File: src/clw_pkg.sv
package clw_pkg;

    // Item kinds carried in tuser
    localparam logic [1:0] OP_TICK = 2'd0;
    localparam logic [1:0] OP_MSG  = 2'd1;
    localparam logic [1:0] OP_LINK = 2'd2;

    // Configuration register indexes
    localparam logic [1:0] CFG_FLOOR   = 2'd0;
    localparam logic [1:0] CFG_CEILING = 2'd1;
    localparam logic [1:0] CFG_DEFAULT = 2'd2;
    localparam logic [1:0] CFG_STALE   = 2'd3;

    // Field limits
    localparam int unsigned MANEUVER_MAX = 15;
    localparam int unsigned UNIT_MAX     = 3;
    localparam int unsigned BATT_MAX     = 100;

    // Grace time is period * 1000 * 5 / 2 ms
    localparam int unsigned GRACE_MS_PER_S = 1000 * 5 / 2;

    // Reset values
    localparam logic [15:0] FLOOR_RST    = 16'd15;
    localparam logic [15:0] CEILING_RST  = 16'd3600;
    localparam logic [15:0] DEFAULT_RST  = 16'd900;
    localparam logic [19:0] STALE_RST    = 20'd120000;
    localparam logic [27:0] GRACE_RST    = 28'd2250000;
    localparam logic [7:0]  BATT_UNKNOWN = 8'hFF;

    // Payload widths
    localparam int unsigned S_TDATA_W = 168;
    localparam int unsigned M_TDATA_W = 48;

    typedef struct packed {
        logic [15:0] period_floor_s;
        logic [15:0] period_ceiling_s;
        logic [15:0] default_period_s;
        logic [19:0] route_life_ms;
    } t_cfg;

    typedef struct packed {
        logic [1:0]  opcode;
        logic        link_up;
        logic        beat_present;
        logic [31:0] beat_period_s;
        logic        route_present;
        logic [31:0] route_code;
        logic        dist_present;
        logic [31:0] dist_value;
        logic        unit_present;
        logic [31:0] unit_code;
        logic        batt_present;
        logic [31:0] batt_value;
    } t_item;

    typedef struct packed {
        logic        link_state;
        logic        companion_ok;
        logic        beat_armed;
        logic [27:0] beat_left_ms;
        logic [27:0] grace_ms;
        logic [3:0]  route_held;
        logic        route_armed;
        logic [19:0] route_left_ms;
        logic [30:0] dist_held;
        logic [1:0]  unit_held;
        logic [7:0]  batt_held;
    } t_state;

    typedef struct packed {
        logic        alive;
        logic        route_active;
        logic [3:0]  route_out;
        logic [30:0] dist_out;
        logic [1:0]  unit_out;
        logic [7:0]  batt_out;
        logic        changed;
    } t_result;

endpackage

File: src/clw_step.sv
module clw_step #(
    parameter int unsigned MANEUVER_MAX = clw_pkg::MANEUVER_MAX,
    parameter int unsigned UNIT_MAX     = clw_pkg::UNIT_MAX
) (
    input  clw_pkg::t_cfg    i_cfg,
    input  clw_pkg::t_state  i_state,
    input  clw_pkg::t_item   i_item,
    output clw_pkg::t_state  o_state,
    output clw_pkg::t_result o_result
);

    logic [31:0]      per_src;
    logic             below_floor;
    logic             above_ceil;
    logic [15:0]      per_clamped;
    logic [27:0]      grace_new;
    logic             route_ok;
    logic             unit_ok;
    logic             batt_ok;
    logic [3:0]       route_new;
    logic [30:0]      dist_new;
    logic [1:0]       unit_new;
    logic [7:0]       batt_new;
    clw_pkg::t_state  n_st;
    logic             dirty;

    // Pick the period to clamp: declared one for a message, default for a link change
    assign per_src = (i_item.opcode == clw_pkg::OP_LINK)
                   ? {16'd0, i_cfg.default_period_s} : i_item.beat_period_s;

    // Clamp to floor, then ceiling (ceiling wins)
    assign below_floor = per_src[31] || (per_src < {16'd0, i_cfg.period_floor_s});
    assign above_ceil  = below_floor
                       ? (i_cfg.period_floor_s > i_cfg.period_ceiling_s)
                       : ((per_src[31:16] != 16'd0) || (per_src[15:0] > i_cfg.period_ceiling_s));
    assign per_clamped = above_ceil  ? i_cfg.period_ceiling_s :
                         below_floor ? i_cfg.period_floor_s : per_src[15:0];
    assign grace_new   = 28'(28'(per_clamped) * 28'(clw_pkg::GRACE_MS_PER_S));

    // Validate message fields
    assign route_ok = !i_item.route_code[31] && (i_item.route_code != 32'd0)
                   && (i_item.route_code <= 32'(MANEUVER_MAX));
    assign unit_ok  = !i_item.unit_code[31]
                   && (i_item.unit_code <= 32'(UNIT_MAX));
    assign batt_ok  = !i_item.batt_value[31]
                   && (i_item.batt_value <= 32'(clw_pkg::BATT_MAX));
    assign route_new = route_ok ? i_item.route_code[3:0] : 4'd0;
    assign dist_new  = i_item.dist_value[31] ? 31'd0 : i_item.dist_value[30:0];
    assign unit_new  = unit_ok ? i_item.unit_code[1:0] : 2'd0;
    assign batt_new  = batt_ok ? i_item.batt_value[7:0] : clw_pkg::BATT_UNKNOWN;

    // Advance the state by one item
    always_comb begin
        n_st  = i_state;
        dirty = 1'b0;
        unique case (i_item.opcode)
            clw_pkg::OP_TICK: begin
                // Heartbeat countdown first, then maneuver countdown
                if (i_state.beat_armed) begin
                    if (i_state.beat_left_ms <= 28'd1) begin
                        n_st.beat_armed   = 1'b0;
                        n_st.beat_left_ms = 28'd0;
                        n_st.companion_ok = 1'b0;
                        n_st.route_held   = 4'd0;
                        dirty             = 1'b1;
                    end else begin
                        n_st.beat_left_ms = i_state.beat_left_ms - 28'd1;
                    end
                end
                if (i_state.route_armed) begin
                    if (i_state.route_left_ms <= 20'd1) begin
                        n_st.route_armed   = 1'b0;
                        n_st.route_left_ms = 20'd0;
                        n_st.route_held    = 4'd0;
                        dirty              = 1'b1;
                    end else begin
                        n_st.route_left_ms = i_state.route_left_ms - 20'd1;
                    end
                end
            end
            clw_pkg::OP_MSG: begin
                if (i_item.route_present) begin
                    n_st.route_held = route_new;
                    if (i_item.dist_present) begin
                        n_st.dist_held = dist_new;
                    end
                    if (i_item.unit_present) begin
                        n_st.unit_held = unit_new;
                    end
                    n_st.route_armed   = (route_new != 4'd0);
                    n_st.route_left_ms = (route_new != 4'd0) ? i_cfg.route_life_ms : 20'd0;
                    dirty              = 1'b1;
                end
                if (i_item.batt_present && (batt_new != i_state.batt_held)) begin
                    n_st.batt_held = batt_new;
                    dirty          = 1'b1;
                end
                if (i_item.beat_present) begin
                    n_st.grace_ms = grace_new;
                end
                if (!i_state.companion_ok) begin
                    n_st.companion_ok = 1'b1;
                    dirty             = 1'b1;
                end
                // Re-arm the heartbeat only while the link is up
                n_st.beat_armed   = i_state.link_state;
                n_st.beat_left_ms = i_state.link_state ? n_st.grace_ms : 28'd0;
            end
            clw_pkg::OP_LINK: begin
                n_st.link_state = i_item.link_up;
                if (!i_item.link_up) begin
                    n_st.route_held    = 4'd0;
                    n_st.route_armed   = 1'b0;
                    n_st.route_left_ms = 20'd0;
                    n_st.companion_ok  = 1'b1;
                    n_st.grace_ms      = grace_new;
                end
                n_st.beat_armed   = i_item.link_up;
                n_st.beat_left_ms = i_item.link_up ? n_st.grace_ms : 28'd0;
                dirty             = 1'b1;
            end
            default: begin
                // Unused kind: no change
                dirty = 1'b0;
            end
        endcase
    end

    assign o_state = n_st;

    // Build the result from the updated state
    assign o_result.alive        = n_st.link_state && n_st.companion_ok;
    assign o_result.route_active = (n_st.route_held != 4'd0);
    assign o_result.route_out    = n_st.route_held;
    assign o_result.dist_out     = n_st.dist_held;
    assign o_result.unit_out     = n_st.unit_held;
    assign o_result.batt_out     = n_st.batt_held;
    assign o_result.changed      = dirty;

endmodule

File: src/companion_liveness_watchdog_top.sv
// Path: an accepted request is held in the input register, then the state update and result register
// capture its result; while the result stream is stalled the request waits in the input register.
// Throughput: one request per cycle while the result stream is not stalled; the state update is a single pass.
// Reset: synchronous, active low; restores register defaults and the reset state
// (link up, companion alive, grace 2250000 ms, no maneuver, battery unknown) at once.
module companion_liveness_watchdog_top #(
    parameter int unsigned MANEUVER_MAX = clw_pkg::MANEUVER_MAX,
    parameter int unsigned UNIT_MAX     = clw_pkg::UNIT_MAX
) (
    input  logic                               i_clk,
    input  logic                               i_rst_n,
    // Input stream
    input  logic                               i_s_tvalid,
    output logic                               o_s_tready,
    // tdata, low bit up: link_up, beat_present, beat_period_s[32], route_present,
    // route_code[32], dist_present, dist_value[32], unit_present, unit_code[32],
    // batt_present, batt_value[32], zero pad[2]
    input  logic [clw_pkg::S_TDATA_W-1:0]      i_s_tdata,
    // tuser: opcode[2]
    input  logic [1:0]                         i_s_tuser,
    // Result stream
    output logic                               o_m_tvalid,
    input  logic                               i_m_tready,
    // tdata, low bit up: alive, route_active, route_out[4], dist_out[31],
    // unit_out[2], batt_out[8], changed
    output logic [clw_pkg::M_TDATA_W-1:0]      o_m_tdata,
    // Configuration writes
    input  logic                               i_cfg_valid,
    output logic                               o_cfg_ready,
    input  logic [1:0]                         i_cfg_index,
    input  logic [19:0]                        i_cfg_data
);

    clw_pkg::t_cfg    r_cfg;
    clw_pkg::t_state  r_st;
    clw_pkg::t_state  n_st;
    clw_pkg::t_item   r_in;
    clw_pkg::t_item   n_in;
    clw_pkg::t_result r_out;
    clw_pkg::t_result n_out;
    logic             r_in_valid;
    logic             r_out_valid;
    logic             advance;
    logic             s_accept;

    // Unpack the request
    assign n_in.opcode        = i_s_tuser;
    assign n_in.link_up       = i_s_tdata[0];
    assign n_in.beat_present  = i_s_tdata[1];
    assign n_in.beat_period_s = i_s_tdata[33:2];
    assign n_in.route_present = i_s_tdata[34];
    assign n_in.route_code    = i_s_tdata[66:35];
    assign n_in.dist_present  = i_s_tdata[67];
    assign n_in.dist_value    = i_s_tdata[99:68];
    assign n_in.unit_present  = i_s_tdata[100];
    assign n_in.unit_code     = i_s_tdata[132:101];
    assign n_in.batt_present  = i_s_tdata[133];
    assign n_in.batt_value    = i_s_tdata[165:134];

    // Handshakes
    assign advance     = r_in_valid && (!r_out_valid || i_m_tready);
    assign o_s_tready  = !r_in_valid || advance;
    assign s_accept    = i_s_tvalid && o_s_tready;
    assign o_cfg_ready = 1'b1;

    // Configuration registers
    always_ff @(posedge i_clk) begin
        if (!i_rst_n) begin
            r_cfg.period_floor_s   <= clw_pkg::FLOOR_RST;
            r_cfg.period_ceiling_s <= clw_pkg::CEILING_RST;
            r_cfg.default_period_s <= clw_pkg::DEFAULT_RST;
            r_cfg.route_life_ms    <= clw_pkg::STALE_RST;
        end else if (i_cfg_valid && o_cfg_ready) begin
            unique case (i_cfg_index)
                clw_pkg::CFG_FLOOR:   r_cfg.period_floor_s   <= i_cfg_data[15:0];
                clw_pkg::CFG_CEILING: r_cfg.period_ceiling_s <= i_cfg_data[15:0];
                clw_pkg::CFG_DEFAULT: r_cfg.default_period_s <= i_cfg_data[15:0];
                clw_pkg::CFG_STALE:   r_cfg.route_life_ms    <= i_cfg_data;
                default:              r_cfg                  <= r_cfg;
            endcase
        end
    end

    // Input register
    always_ff @(posedge i_clk) begin
        if (!i_rst_n) begin
            r_in_valid <= 1'b0;
        end else if (o_s_tready) begin
            r_in_valid <= i_s_tvalid;
        end
    end

    always_ff @(posedge i_clk) begin
        if (s_accept) begin
            r_in <= n_in;
        end
    end

    clw_step #(
        .MANEUVER_MAX (MANEUVER_MAX),
        .UNIT_MAX     (UNIT_MAX)
    ) u_step (
        .i_cfg    (r_cfg),
        .i_state  (r_st),
        .i_item   (r_in),
        .o_state  (n_st),
        .o_result (n_out)
    );

    // State update and result register
    always_ff @(posedge i_clk) begin
        if (!i_rst_n) begin
            r_st.link_state    <= 1'b1;
            r_st.companion_ok  <= 1'b1;
            r_st.beat_armed    <= 1'b1;
            r_st.beat_left_ms  <= clw_pkg::GRACE_RST;
            r_st.grace_ms      <= clw_pkg::GRACE_RST;
            r_st.route_held    <= 4'd0;
            r_st.route_armed   <= 1'b0;
            r_st.route_left_ms <= 20'd0;
            r_st.dist_held     <= 31'd0;
            r_st.unit_held     <= 2'd0;
            r_st.batt_held     <= clw_pkg::BATT_UNKNOWN;
            r_out_valid        <= 1'b0;
        end else begin
            if (advance) begin
                r_st        <= n_st;
                r_out_valid <= 1'b1;
            end else if (i_m_tready) begin
                r_out_valid <= 1'b0;
            end
        end
    end

    always_ff @(posedge i_clk) begin
        if (advance) begin
            r_out <= n_out;
        end
    end

    // Pack the result
    assign o_m_tvalid = r_out_valid;
    assign o_m_tdata  = {r_out.changed, r_out.batt_out, r_out.unit_out, r_out.dist_out,
                         r_out.route_out, r_out.route_active, r_out.alive};

    // A link that is down never leaves the heartbeat countdown armed
    a_beat_link: assert property (@(posedge i_clk) disable iff (!i_rst_n)
        !r_st.link_state |-> !r_st.beat_armed)
        else $error("heartbeat armed while link down");

    // A disarmed countdown holds zero
    a_beat_zero: assert property (@(posedge i_clk) disable iff (!i_rst_n)
        !r_st.beat_armed |-> (r_st.beat_left_ms == 28'd0))
        else $error("disarmed heartbeat countdown not zero");

    a_route_zero: assert property (@(posedge i_clk) disable iff (!i_rst_n)
        !r_st.route_armed |-> (r_st.route_left_ms == 20'd0))
        else $error("disarmed maneuver countdown not zero");

    // A held request waits while the result is stalled, and state holds with it
    a_stall_hold: assert property (@(posedge i_clk) disable iff (!i_rst_n)
        (r_in_valid && r_out_valid && !i_m_tready) |=> (r_in_valid && $stable(r_st)))
        else $error("request or state lost during stall");

endmodule

File: config.mk
export PLATFORM = sky130hd
export DESIGN_NAME = companion_liveness_watchdog_top
export DESIGN_NICKNAME = d
export VERILOG_FILES = /design/src/clw_pkg.sv /design/src/clw_step.sv /design/src/companion_liveness_watchdog_top.sv
export SDC_FILE = /design/constraint.sdc
export NUM_CORES = 1
export LEC_CHECK = 0
export BUFFER_PORTS_ARGS = -buffer_cell sky130_fd_sc_hd__buf_2
export CAP_MARGIN = 20
export CORE_MARGIN = 10
export CORE_UTILIZATION = 40
export DETAILED_ROUTE_END_ITERATION = 6
export SYNTH_ARGS = -nofsm -noshare
export SYNTH_HDL_FRONTEND = slang
export SYNTH_HIERARCHICAL = 1
export SYNTH_SLANG_ARGS = --single-unit
File: constraint.sdc
create_clock -name i_clk -period 12.5 [get_ports i_clk]
set_input_delay 0.625 -clock i_clk [delete_from_list [all_inputs] [get_ports i_clk]]
set_output_delay 0.625 -clock i_clk [all_outputs]
set_load 0.005 [all_outputs]
# After elaboration in Yosys (flattened, before gate mapping)
# Cells that the tools add are included.
# totals
ff_bits,411
input_bits,197
output_inout_bits,51
elab_cells,133
# op_classes
n_addsub,2
n_mul,1
n_lt_le_gt_ge,8
n_eq_ne,10
n_mux,41
n_reduce_logical,35
# op_table
op,n
28-bit 2-to-1 mux,4
30-bit one-hot mux with 3 select lines,1
25-bit one-hot mux with 3 select lines,1
31-bit 2-to-1 mux,2
58-bit 2-to-1 mux,1
28-bit one-hot mux with 2 select lines,1
53-bit 2-to-1 mux,1
41-bit 2-to-1 mux,1
20-bit 2-to-1 mux,2
16-bit > comparator,2
"32-bit by 2-bit less-or-equal comparator with 1-bit output, second input constant",1
"32-bit by 4-bit less-or-equal comparator with 1-bit output, second input constant",1
"32-bit by 7-bit less-or-equal comparator with 1-bit output, second input constant",1
32-bit by 16-bit less-than comparator with 1-bit output,1
16-bit 2-to-1 mux,2
32-bit 2-to-1 mux,1
32-bit nonzero test,1
30-bit 2-to-1 mux,1
"28-bit by 1-bit less-or-equal comparator with 1-bit output, second input constant",1
"28-bit by 1-bit subtractor with 28-bit output, second input constant",1
"16-bit by 10-bit multiplier with 26-bit output, second input constant",1
25-bit 2-to-1 mux,1
"20-bit by 1-bit less-or-equal comparator with 1-bit output, second input constant",1
"20-bit by 1-bit subtractor with 20-bit output, second input constant",1
22 further kinds,66

# Logic depth before layout (Yosys ltp)
# Gate-level depths: netlist of the first run.
# depth
word_depth,11
mapped_depth,37
depth_no_buf,33

# Cells and area by module
# Netlist of the first run, hierarchy kept.
# by_module_without_submodules
module,instances,cells_each,area_each_um2,seq_area_each_um2
companion_liveness_watchdog_top,1,1033,13905.8,10390.0
clw_step,1,1276,8600.7,0.0

# Worst setup path after synthesis of the first run
# OpenSTA, ideal clock, no wires.
# synth_path
path_kind,reg-to-reg
start,reg r_in[166] (netlist name)
end,reg r_st[119] (netlist name)
setup_time_ps,158
arrival_time_ps,8886
setup_slack_ps,3455
stages_incl_launch_ff,36
n_path_buf,5
period_less_slack_ps,9045
cell_sequence,edfxtp_1 > inv_1 > ha_1 > buf_1 > buf_1 > clkbuf_1 > mux2_2 > ha_1 > a21oi_1 > nand2_1 > a21oi_1 > a2111oi_2 > o32ai_2 > mux2_2 > buf_2 > clkbuf_1 > o21ai_0 > ha_1 > xor2_1 > ha_1 > fa_1 > ha_1 > inv_1 > fa_1 > inv_1 > ha_1 > a21oi_1 > or3b_2 > nand3_1 > o22ai_1 > o21ai_0 > a31oi_1 > xnor2_1 > a221o_1 > nand2_1 > mux2i_1
# synth_rtl
element,line_no,rtl
start: declaration,companion_liveness_watchdog_top.sv:37,clw_pkg::t_item r_in;
start signal: assignment,companion_liveness_watchdog_top.sv:95,r_in <= n_in;
end signal: assignment,companion_liveness_watchdog_top.sv:127,r_st <= n_st;
end: declaration,companion_liveness_watchdog_top.sv:35,clw_pkg::t_state r_st;

==> run_results.csv, run 1 <==
group,metric,value,unit
logic_synthesis,postSynth.asyncResetShare,0,
detailed_routing,drt.antenna.violating_nets,0,
critical_path,worstSetupEndpointType,"register",
logic_synthesis,yosys-top-cells-area,"sky130_fd_sc_hd__edfxtp_1, sky130_fd_sc_hd__dfxtp_1, sky130_fd_sc_hd__ha_1",
clock_network,cts_root_buf,"sky130_fd_sc_hd__clkbuf_16",
clock_network,cts_repair_resize_count,0,
detailed_routing,postRouteWirelength,59500,µm
timing,setup-violations-final,0,
logic_synthesis,synth-edff-count,216,
global_route,grt_use_met1,0.219,
clock_network,cts_buffers,46,
global_route,first_global_vias,17112,
final_layout,layout.filler_cells,5231,
critical_path,critPathMaxStageDelay,0.99,ns
worst_hold_path,hold_class,"primary input to register",
logic_synthesis,ys_types,81,
timing,timing.final.hold_violations,0,
floorplan,die_area,0.0662,mm²
detailed_routing,via_count,17189,
placement,io_buffers,244,
timing,worstMarginPinSlew,1.10,ns
clock_network,clk_path_buf_depth,3,
clock_network,cts_max_level,2,
logic_synthesis,dominantRegCellSynth,"sky130_fd_sc_hd__edfxtp_1",
power_and_ir_drop,power_density,184,mW/mm²
critical_path,timing.critical_path.mode_cell,"sky130_fd_sc_hd__ha_1",
global_route,grt_antenna_before_repair,1,
run,max_cap_violations,0,
final_layout,layout-drive-gt1-share,0.156,
detailed_routing,initialDrtViolationCount,1146,
floorplan,fp.coreArea,0.0554,mm²
logic_synthesis,synth_top_cells_by_count,"sky130_fd_sc_hd__nand2_1, sky130_fd_sc_hd__edfxtp_1, sky130_fd_sc_hd__o21ai_0",
floorplan,effective_utilization_at_floorplan,0.406,
floorplan,i_o_pins,248,
floorplan,rows,86,
critical_path,arrival,10.37,ns
power_and_ir_drop,total_power,4.68,mW
power_and_ir_drop,p_leak,10.3,nW
logic_synthesis,synthesis.area_per_instance,9.75,µm²
global_route,grt_util_met3,0.0233,
logic_synthesis,post_synth_instance_area,0.0225,mm²
logic_synthesis,yosys.cell_count.top_type,"sky130_fd_sc_hd__nand2_1",
critical_path,critical_path.max_fanout,30,
timing,grt_setup_unrepaired,"false",
timing,fin_crit,9.92,ns
clock_network,post-cts-setup-buffers,0,
global_route,top_usage_layer,"met2",
critical_path,cpMaxStageDelayCell,"sky130_fd_sc_hd__a221oi_1",
logic_synthesis,yosysSeqAreaShare,0.462,
logic_synthesis,synthesized_netlist_net_count,2663,
timing,timing.slew.headroom,0.266,
placement,dp.final_hpwl,42800,µm
power_and_ir_drop,vdd.ir_drop.worst,0.000159,V
clock_network,clkLatencyLatePin,0.59,ns
detailed_routing,wl_per_cell,18.4,µm
critical_path,worst-setup-path-type,"register to register",
global_route,grtUsageMet2,0.311,
clock_network,postCtsHoldBufs,0,
detailed_routing,mean_number_of_vias_per_cell,5.31,
logic_synthesis,yosysTopAreaCellShare,0.288,
clock_network,clock_sinks,411,
timing,finalSetupTns,0,ns
floorplan,die_h,257,µm
timing,timing.fmax,0.101,GHz
logic_synthesis,synth.ff_latch_count,411,
timing,fin_skew,0.0192,ns
final_layout,area_growth,13.0,%
final_layout,final_util,0.459,
final_layout,final_cells,3240,
status,run_status,"finished, final reports clean",
placement,place.gp.congestion,0.890,
global_route,grt_first_pass_wirelength,94700,µm
logic_synthesis,yosys.area.top_type,"sky130_fd_sc_hd__edfxtp_1",
final_layout,fin_nets,2809,
timing,hold-worst-slack,0.213,ns
global_route,grt_util_all_layers,0.176,
timing,timing.final.crit_share,0.794,
detailed_routing,detailed_router_iteration_count_before_antenna_repair,6,
clock_network,cts_tree,"yes",
placement,placed_cells,3155,
logic_synthesis,postSynthCellCount,2309,
critical_path,startpoint_type,"register",
floorplan,dieWidth,257,µm
global_route,pin_count_of_the_biggest_net_entering_global_routing,161,
detailed_routing,drc_errors,0,
critical_path,worst-endpoint-required,12.95,ns
clock_network,cts.reportedPaths.clkPinSlew,0.06,ns
logic_synthesis,yosysWarnings,6,
global_route,globalRoute.totalOverflow,0,
timing,final_max_slew_viol_count,0,
[critical path, delay by kind of cell (launching register included)]
kind	cells	cell delay (ns)
fa+ha+maj	8	3.18
compound gates	11	3.03
xor+xnor	1	0.17
simple gates	4	1.25
flops	1	0.42
mux	3	0.94
buf+inv	5	0.74
[flip-flops by register name (all words and copies together), names as in the netlist]
signal,cells
o_m_tdata,48
r_st,125
r_in,168
r_in_valid,1
r_cfg,68
o_m_tvalid,1
[cell usage in the layout (no fill, tap or decap), types with 16 or more instances in the layout]
cell type / n
sky130_fd_sc_hd__xnor2_1: 20
sky130_fd_sc_hd__nand2_1: 359
sky130_fd_sc_hd__nor3_1: 33
sky130_fd_sc_hd__buf_2: 243
sky130_fd_sc_hd__a21o_1: 25
sky130_fd_sc_hd__nor4_1: 39
sky130_fd_sc_hd__fa_1: 28
sky130_fd_sc_hd__edfxtp_1: 216
sky130_fd_sc_hd__nor2_1: 81
sky130_fd_sc_hd__o311ai_0: 24
sky130_fd_sc_hd__o21ai_0: 197
sky130_fd_sc_hd__a22o_1: 25
sky130_fd_sc_hd__inv_1: 158
sky130_fd_sc_hd__nand3_1: 89
sky130_fd_sc_hd__dfxtp_1: 195
sky130_fd_sc_hd__a21oi_1: 85
sky130_fd_sc_hd__mux2i_1: 129
sky130_fd_sc_hd__ha_1: 128
sky130_fd_sc_hd__clkbuf_16: 47
sky130_fd_sc_hd__a22oi_1: 18
sky130_fd_sc_hd__mux2_2: 23
sky130_fd_sc_hd__clkbuf_1: 16
sky130_fd_sc_hd__buf_4: 27
sky130_fd_sc_hd__nand2b_1: 38
[kinds of logic after synthesis]
| kind of cell | after synthesis | synth area share |
|---|---|---|
| flops | 411 | 0.462 |
| mux | 152 | 0.0689 |
| compound gates | 491 | 0.140 |
| other cells | 1 | 0.000167 |
| simple gates | 729 | 0.149 |
| xor+xnor | 35 | 0.0136 |
| fa+ha+maj | 157 | 0.0966 |
| buf+inv | 333 | 0.0694 |
[final timing paths]
check | start | to | slack [ns] | cells past startpoint
setup / recovery | r_in[166]$_DFFE_PP_ | r_st[121]$_SDFFE_PN0P_ | 2.58 | 32
hold / removal | i_s_tdata[33] | r_in[163]$_DFFE_PP_ | 0.21 | 1
setup reg to reg | r_in[166]$_DFFE_PP_ | r_st[121]$_SDFFE_PN0P_ | 2.58 | 32
hold reg to reg | r_st[31]$_SDFFE_PN0P_ | r_st[31]$_SDFFE_PN0P_ | 0.46 | 2
[where the power goes]
| part | switching [mW] | leakage [nW] | internal (mW) |
|---|---|---|---|
| Clock | 0.555 | 0.711 | 0.776 |
| Combinational | 1.11 | 5.89 | 0.708 |
| Sequential | 0.0389 | 3.67 | 1.49 |
| Total | 1.71 | 10.3 | 2.97 |
[metal layers]
metal | wire, µm | vias up
met1 | 25400 | 8214
met3 | 2470 | 86
li1 | - | 8505
met4 | 1730 | 0
met2 | 29900 | 384
met5 | 0 | -
[final cells by class]
cell class,instances,area [µm²],share of cell area
clock inverter,18,191,0.00753
sequential,411,10400,0.409
timing repair buffer,272,1450,0.0572
clock buffer,66,1280,0.0502
tap,748,936,0.0368
inverter,159,597,0.0235
antenna,1,2.50,0.0000984
multi-input combinational,1565,10600,0.416
[per-stage QoR]
step                worst slack (ns)  area [µm²]
CTS                             2.55       25400
finish                          2.58       25400
floorplan                       3.46       22500
global route                    1.90       25400
global placement                2.78       23900
detailed placement              2.59       24000
(Power assumes the default switching activity.)
==> inputs of run 2 (changes only) <==
Settings changed: ABC_AREA set to 1.
Clock period 12.5 ns to 9.21 ns, I/O delays scaled along.
==> run 2 against run 1 <==
Net effect: register-to-register slack got worse by 1.8 ns; clock power rose by 50%; flip-flop and latch count did not move; hold slack got worse by 0.18 ns; worst setup slack got worse by 1.8 ns; critical endpoint is now r_st[115]$_SDFFE_PN1P_; highest routed layer unchanged.
==> run_results.csv, run 2 <==
group,metric,value,unit
critical_path,startpoint_type,"register",
global_route,first_global_vias,20640,
placement,place.gp.congestion,0.880,
clock_network,cts_tree,"yes",
timing,timing.final.hold_violations,0,
power_and_ir_drop,p_leak,13.2,nW
clock_network,cts_repair_resize_count,0,
logic_synthesis,yosysWarnings,6,
logic_synthesis,yosys-top-cells-area,"sky130_fd_sc_hd__edfxtp_1, sky130_fd_sc_hd__dfxtp_1, sky130_fd_sc_hd__nand2_1",
floorplan,die_area,0.0728,mm²
clock_network,cts_root_buf,"sky130_fd_sc_hd__clkbuf_16",
final_layout,area_growth,15.9,%
logic_synthesis,synthesized_netlist_net_count,3624,
timing,setup-violations-final,0,
detailed_routing,wl_per_cell,16.2,µm
final_layout,largest_registers,"r_in: 168 flops, r_st: 125 flops, r_cfg: 68 flops",
global_route,grt_first_pass_wirelength,113000,µm
detailed_routing,mean_number_of_vias_per_cell,5.01,
floorplan,die_h,270,µm
clock_network,cts.reportedPaths.clkPinSlew,0.06,ns
critical_path,critPathBufInv,8,
detailed_routing,drt.antenna.violating_nets,0,
critical_path,critical_path.max_fanout,32,
floorplan,rows,91,
timing,timing.final.crit_share,0.916,
detailed_routing,postRouteWirelength,70600,µm
logic_synthesis,synth.ff_latch_count,411,
worst_hold_path,worst_hold_path.endpoint,"r_in[18]$_DFFE_PP_",
timing,fin_crit,8.44,ns
worst_hold_path,worst_hold_startpoint,"i_s_tdata[152]",
power_and_ir_drop,power_density,226,mW/mm²
logic_synthesis,yosys.area.top_type,"sky130_fd_sc_hd__edfxtp_1",
global_route,pin_count_of_the_biggest_net_entering_global_routing,225,
logic_synthesis,postSynth.asyncResetShare,0,
timing,worstMarginPinSlew,1.22,ns
final_layout,layout_commonest_cell,"sky130_fd_sc_hd__nand2_1",
critical_path,arrival,8.98,ns
timing,final_max_slew_viol_count,0,
power_and_ir_drop,vdd.ir_drop.worst,0.000156,V
timing,timing.slew.headroom,0.184,
detailed_routing,via_count,21825,
timing,grt_setup_unrepaired,"false",
final_layout,layout.filler_cells,6260,
logic_synthesis,dominantRegCellSynth,"sky130_fd_sc_hd__edfxtp_1",
timing,finalSetupTns,0,ns
logic_synthesis,post_synth_instance_area,0.0250,mm²
logic_synthesis,postSynthCellCount,3270,
final_layout,largest_register_ff_count,168,
final_layout,layout-drive-gt1-share,0.112,
global_route,grt_antenna_before_repair,4,
floorplan,effective_utilization_at_floorplan,0.405,
critical_path,worst-endpoint-required,9.75,ns
clock_network,cts_max_level,2,
critical_path,worstSetupEndpointType,"register",
logic_synthesis,synth-edff-count,216,
critical_path,critPathMaxStageDelay,0.55,ns
critical_path,cpMaxStageDelayCell,"sky130_fd_sc_hd__o21ai_0",
run,max_cap_violations,0,
logic_synthesis,ys_types,54,
logic_synthesis,yosysSeqAreaShare,0.416,
final_layout,final_util,0.469,
critical_path,reg2reg_slack,0.77,ns
critical_path,worst-setup-path-type,"register to register",
floorplan,dieWidth,270,µm
critical_path,timing.critical_path.mode_cell,"sky130_fd_sc_hd__nand2_1",
status,run_status,"finished, final reports clean",
logic_synthesis,yosysTopAreaCellShare,0.260,
power_and_ir_drop,total_power,6.53,mW
clock_network,clk_path_buf_depth,3,
worst_hold_path,hold_class,"primary input to register",
floorplan,fp.coreArea,0.0617,mm²
timing,timing.fmax,0.118,GHz
logic_synthesis,yosys.cell_count.top_type,"sky130_fd_sc_hd__nand2_1",
detailed_routing,initialDrtViolationCount,1536,
clock_network,clkLatencyLatePin,0.62,ns
clock_network,cts_buffers,49,
global_route,grt_util_all_layers,0.188,
placement,io_buffers,244,
floorplan,i_o_pins,248,
logic_synthesis,synth_top_cells_by_count,"sky130_fd_sc_hd__nand2_1, sky130_fd_sc_hd__inv_1, sky130_fd_sc_hd__nor2_1",
clock_network,clock_sinks,411,
logic_synthesis,synthesis.area_per_instance,7.64,µm²
final_layout,most-common-layout-cells,"sky130_fd_sc_hd__nand2_1, sky130_fd_sc_hd__inv_1, sky130_fd_sc_hd__nor2_1",
detailed_routing,drc_errors,0,
final_layout,fin_nets,3833,
critical_path,reg2reg_to,"r_st[115]$_SDFFE_PN1P_",
critical_path,critical_path.reg2reg.startpoint,"r_in[166]$_DFFE_PP_",
worst_hold_path,hold_depth,1,
timing,fin_skew,0.0278,ns
detailed_routing,detailed_router_iteration_count_before_antenna_repair,5,
critical_path,r2r.worst_path.cells,41,
final_layout,registers.top_by_ff_count,"r_in",
critical_path,timing.critical_path.max_delay_family,"adder cells",
placement,dp.final_hpwl,47600,µm
global_route,globalRoute.totalOverflow,0,
==> run 2: timing repair <==
item,CTS,global route
setup buffers,0,0
hold endpoints to repair,92,0
hold buffers,92,0
==> run 2: layout make-up <==
cell class | count | area, µm² | share of cell area
Inverter | 466 | 1750 | 0.0606
Clock buffer | 73 | 1380 | 0.0476
Clock inverter | 18 | 287 | 0.00990
Antenna cell | 4 | 10.0 | 0.000346
Sequential cell | 411 | 10400 | 0.359
Timing Repair Buffer | 360 | 2370 | 0.0820
Tap cell | 837 | 1050 | 0.0362
Multi-Input combinational cell | 2191 | 11700 | 0.404
==> run 2: worst max path at each step <==
stage / startpoint / to / slack, ns / depth (start not counted)
floorplan: r_in[166]$_DFFE_PP_ / r_st[87]$_SDFFE_PN1P_ / 1.74 / 41
CTS: r_in[166]$_DFFE_PP_ / r_st[115]$_SDFFE_PN1P_ / 0.82 / 41
global route: r_in[166]$_DFFE_PP_ / r_st[115]$_SDFFE_PN1P_ / 0.06 / 41
finish: r_in[166]$_DFFE_PP_ / r_st[115]$_SDFFE_PN1P_ / 0.77 / 41
global placement: r_in[166]$_DFFE_PP_ / r_st[115]$_SDFFE_PN1P_ / 0.88 / 41
detailed placement: r_in[166]$_DFFE_PP_ / r_st[115]$_SDFFE_PN1P_ / 0.87 / 41
==> run 2: per-layer routing <==
layer / vias up / GRT usage / part of all wire
met3: 98 / 0.0333 / 0.052
li1: 11126 / - / -
met2: 493 / 0.320 / 0.48
met5: - / 0 / 0
met1: 10108 / 0.239 / 0.44
met4: 0 / 0.0568 / 0.022
==> run 2: through the flow <==
| stage | setup WS, ns | cell area, µm² | hold slack, ns | cells |
|---|---|---|---|---|
| 2_1_floorplan | 1.74 | 25000 | 0.437 | 3270 |
| 3_3_place_gp | 0.877 | 26300 | 0.454 | 4172 |
| 3_5_place_dp | 0.866 | 26300 | 0.458 | 4172 |
| 4_1_cts | 0.824 | 28900 | 0.000324 | 4355 |
| 5_1_grt | 0.0620 | 28900 | 0.0100 | 4360 |
| 6_report | 0.769 | 28900 | 0.0327 | 4360 |
==> run 2: where the power goes <==
part / internal (mW) / switching, mW / total, mW
registers: 2.05 / 0.0714 / 2.12
clock network: 1.19 / 0.810 / 2.00
logic: 0.849 / 1.57 / 2.42
==> run 2: logic make-up (layout without fill, tap and decap cells) <==
kind of cell,after synthesis,in the layout,synth area share
buffers and inverters,668,917,0.116
flip-flops,411,411,0.416
multiplexers,2,2,0.000852
adder cells (fa/ha/maj),157,157,0.0871
AND/OR/NAND/NOR,1496,1496,0.254
XOR/XNOR,39,39,0.0137
AO/OA/AOI/OAI,496,496,0.112
other,1,5,0.000150
==> inputs of run 3 (changes only) <==
Clock period 9.21 ns to 7.27 ns, I/O delays scaled along.
==> run 3 against run 2 <==
Net effect: non-clock buffer count grew 186; highest routed layer unchanged; wire length grew 3.2%; largest cell class unchanged; global-route usage grew 0.59 points.
==> run_results.csv, run 3 (synthesized netlist as in run 2, its figures left out) <==
group,metric,value,unit
floorplan,die_h,270,µm
clock_network,clkLatencyLatePin,0.60,ns
detailed_routing,drc_errors,0,
timing,hold-worst-slack,0.0191,ns
final_layout,layout-drive-gt1-share,0.160,
global_route,first_global_vias,21948,
worst_hold_path,worst_hold_startpoint,"i_cfg_data[18]",
detailed_routing,mean_number_of_vias_per_cell,5.00,
clock_network,cts_tree,"yes",
timing,setup-violations-final,0,
global_route,pin_count_of_the_biggest_net_entering_global_routing,162,
critical_path,r2r.worst_path.cells,40,
power_and_ir_drop,total_power,9.45,mW
critical_path,worst-endpoint-required,7.80,ns
critical_path,critical_path.reg2reg.startpoint,"r_in[166]$_DFFE_PP_",
timing,grt_setup_unrepaired,"true",
timing,timing.slew.headroom,0.260,
final_layout,final_util,0.502,
clock_network,cts.reportedPaths.clkPinSlew,0.06,ns
critical_path,critical_path.max_fanout,16,
placement,placed_area,0.0271,mm²
final_layout,fin_nets,4018,
timing,timing.final.crit_share,0.943,
final_layout,most-common-layout-cells,"sky130_fd_sc_hd__nand2_1, sky130_fd_sc_hd__inv_1, sky130_fd_sc_hd__nor2_1",
status,run_status,"finished, final reports clean",
critical_path,critPathMaxStageDelay,0.52,ns
worst_hold_path,hold_depth,3,
power_and_ir_drop,vdd.ir_drop.worst,0.000292,V
placement,placed_cells,4275,
critical_path,worstSetupEndpointType,"register",
final_layout,largest_registers,"r_in: 168 flops, r_st: 125 flops, r_cfg: 68 flops",
final_layout,registers.top_by_ff_count,"r_in",
critical_path,worst-setup-path-type,"register to register",
clock_network,cts_root_buf,"sky130_fd_sc_hd__clkbuf_16",
timing,fin_crit,6.86,ns
clock_network,cts_max_level,2,
timing,final_max_slew_viol_count,0,
detailed_routing,detailed_router_iteration_count_before_antenna_repair,6,
timing,timing.fmax,0.146,GHz
critical_path,reg2reg_slack,0.41,ns
global_route,grt_first_pass_wirelength,117000,µm
power_and_ir_drop,p_leak,14.1,nW
detailed_routing,initialDrtViolationCount,1467,
worst_hold_path,hold_class,"primary input to register",
critical_path,arrival,7.39,ns
final_layout,final_area,0.0310,mm²
placement,place.gp.congestion,0.912,
global_route,grt_antenna_before_repair,3,
final_layout,layout_commonest_cell,"sky130_fd_sc_hd__nand2_1",
timing,timing.final.hold_violations,0,
critical_path,reg2reg_to,"r_st[117]$_SDFFE_PN0P_",
placement,dp.final_hpwl,49200,µm
final_layout,final_cells,4544,
power_and_ir_drop,power_density,305,mW/mm²
detailed_routing,via_count,22727,
floorplan,effective_utilization_at_floorplan,0.405,
floorplan,die_area,0.0728,mm²
clock_network,cts_buffers,47,
timing,worstMarginPinSlew,1.11,ns
global_route,grt_util_all_layers,0.194,
detailed_routing,postRouteWirelength,72900,µm
floorplan,dieWidth,270,µm
final_layout,largest_register_ff_count,168,
timing,fin_skew,0.0329,ns
worst_hold_path,worst_hold_path.endpoint,"r_cfg[18]$_SDFFE_PN0P_",
global_route,globalRoute.totalOverflow,0,
critical_path,cpMaxStageDelayCell,"sky130_fd_sc_hd__fa_1",
detailed_routing,wl_per_cell,16.0,µm
critical_path,startpoint_type,"register",
clock_network,clk_path_buf_depth,3,
floorplan,i_o_pins,248,
run,max_cap_violations,0,
floorplan,fp.coreArea,0.0617,mm²
clock_network,clock_sinks,411,
critical_path,timing.critical_path.mode_cell,"sky130_fd_sc_hd__nand2_1",
floorplan,rows,91,
detailed_routing,drt.antenna.violating_nets,0,
placement,io_buffers,244,
final_layout,area_growth,24.0,%
## run 3: cell count changes in the layout (fill, tap and decap cells not counted), moves of 7 or more
cell,before,now
sky130_fd_sc_hd__inv_1,446,439
sky130_fd_sc_hd__ha_4,0,14
sky130_fd_sc_hd__a21oi_2,0,10
sky130_fd_sc_hd__clkbuf_1,19,3
sky130_fd_sc_hd__dlygate4sd3_1,92,166
sky130_fd_sc_hd__ha_1,129,114
sky130_fd_sc_hd__o21ai_2,10,20
sky130_fd_sc_hd__a21oi_1,218,208
sky130_fd_sc_hd__nand2_2,4,23
sky130_fd_sc_hd__nand2_1,676,656
sky130_fd_sc_hd__o21ai_0,151,135
sky130_fd_sc_hd__buf_4,21,126
## run 3: final cells by class
type                            count  area (µm²)
Fill cell                        5988       30700
Clock buffer                       54        1250
Tap cell                          837        1050
Inverter                          466        1760
Clock inverter                     34         370
Antenna cell                        4        10.0
Timing Repair Buffer              546        3990
Multi-Input combinational cell   2192       12100
Sequential cell                   411       10400
## run 3: power by group
part,switching (mW),internal [mW]
logic,2.37,1.92
clock network,1.02,1.43
registers,0.100,2.60
## run 3: worst max-delay path by stage
stage / cells after the start / to / slack, ns / from
5_1_grt: 40 / r_st[117]$_SDFFE_PN0P_ / -0.1 / r_in[166]$_DFFE_PP_
6_report: 40 / r_st[117]$_SDFFE_PN0P_ / 0.41 / r_in[166]$_DFFE_PP_
4_1_cts: 41 / r_st[116]$_SDFFE_PN0P_ / 0.06 / r_in[166]$_DFFE_PP_
3_3_place_gp: 38 / r_st[116]$_SDFFE_PN0P_ / -0.01 / r_in[166]$_DFFE_PP_
2_1_floorplan: 43 / r_st[87]$_SDFFE_PN1P_ / 0.06 / r_in[166]$_DFFE_PP_
3_5_place_dp: 39 / r_st[116]$_SDFFE_PN0P_ / -0.11 / r_in[166]$_DFFE_PP_
## run 3: through the flow
stage	TNS, ns	worst slack, ns
final	0	0.414
after global placement	-0.0101	-0.0101
after global routing	-0.466	-0.0962
after CTS	0	0.0554
after floorplan	0	0.0627
after detailed placement	-0.295	-0.113
## run 3: per-layer routing
layer | part of all wire | up-vias | GRT usage
met5 | 0 | - | 0
met4 | 0.022 | 0 | 0.0489
met3 | 0.058 | 103 | 0.0354
met2 | 0.49 | 560 | 0.336
met1 | 0.43 | 10582 | 0.245
li1 | - | 11482 | -
## run 3: what timing repair did
action / in CTS / in global routing
hold buffers: 166 / 0
gates cloned: 0 / 3
hold endpoints to repair: 166 / 0
endpoints found under the setup margin: 11 / 30
pin swaps: 0 / 33
setup buffers: 0 / 7
gates resized for setup: 3 / 112
## run 3: critical path, delay by kind of cell, from the launching register on
family	cells	cell delay, ns
compound gates	6	0.93
fa+ha+maj	8	2.95
buf+inv	9	0.89
flops	1	0.39
simple gates	17	1.63
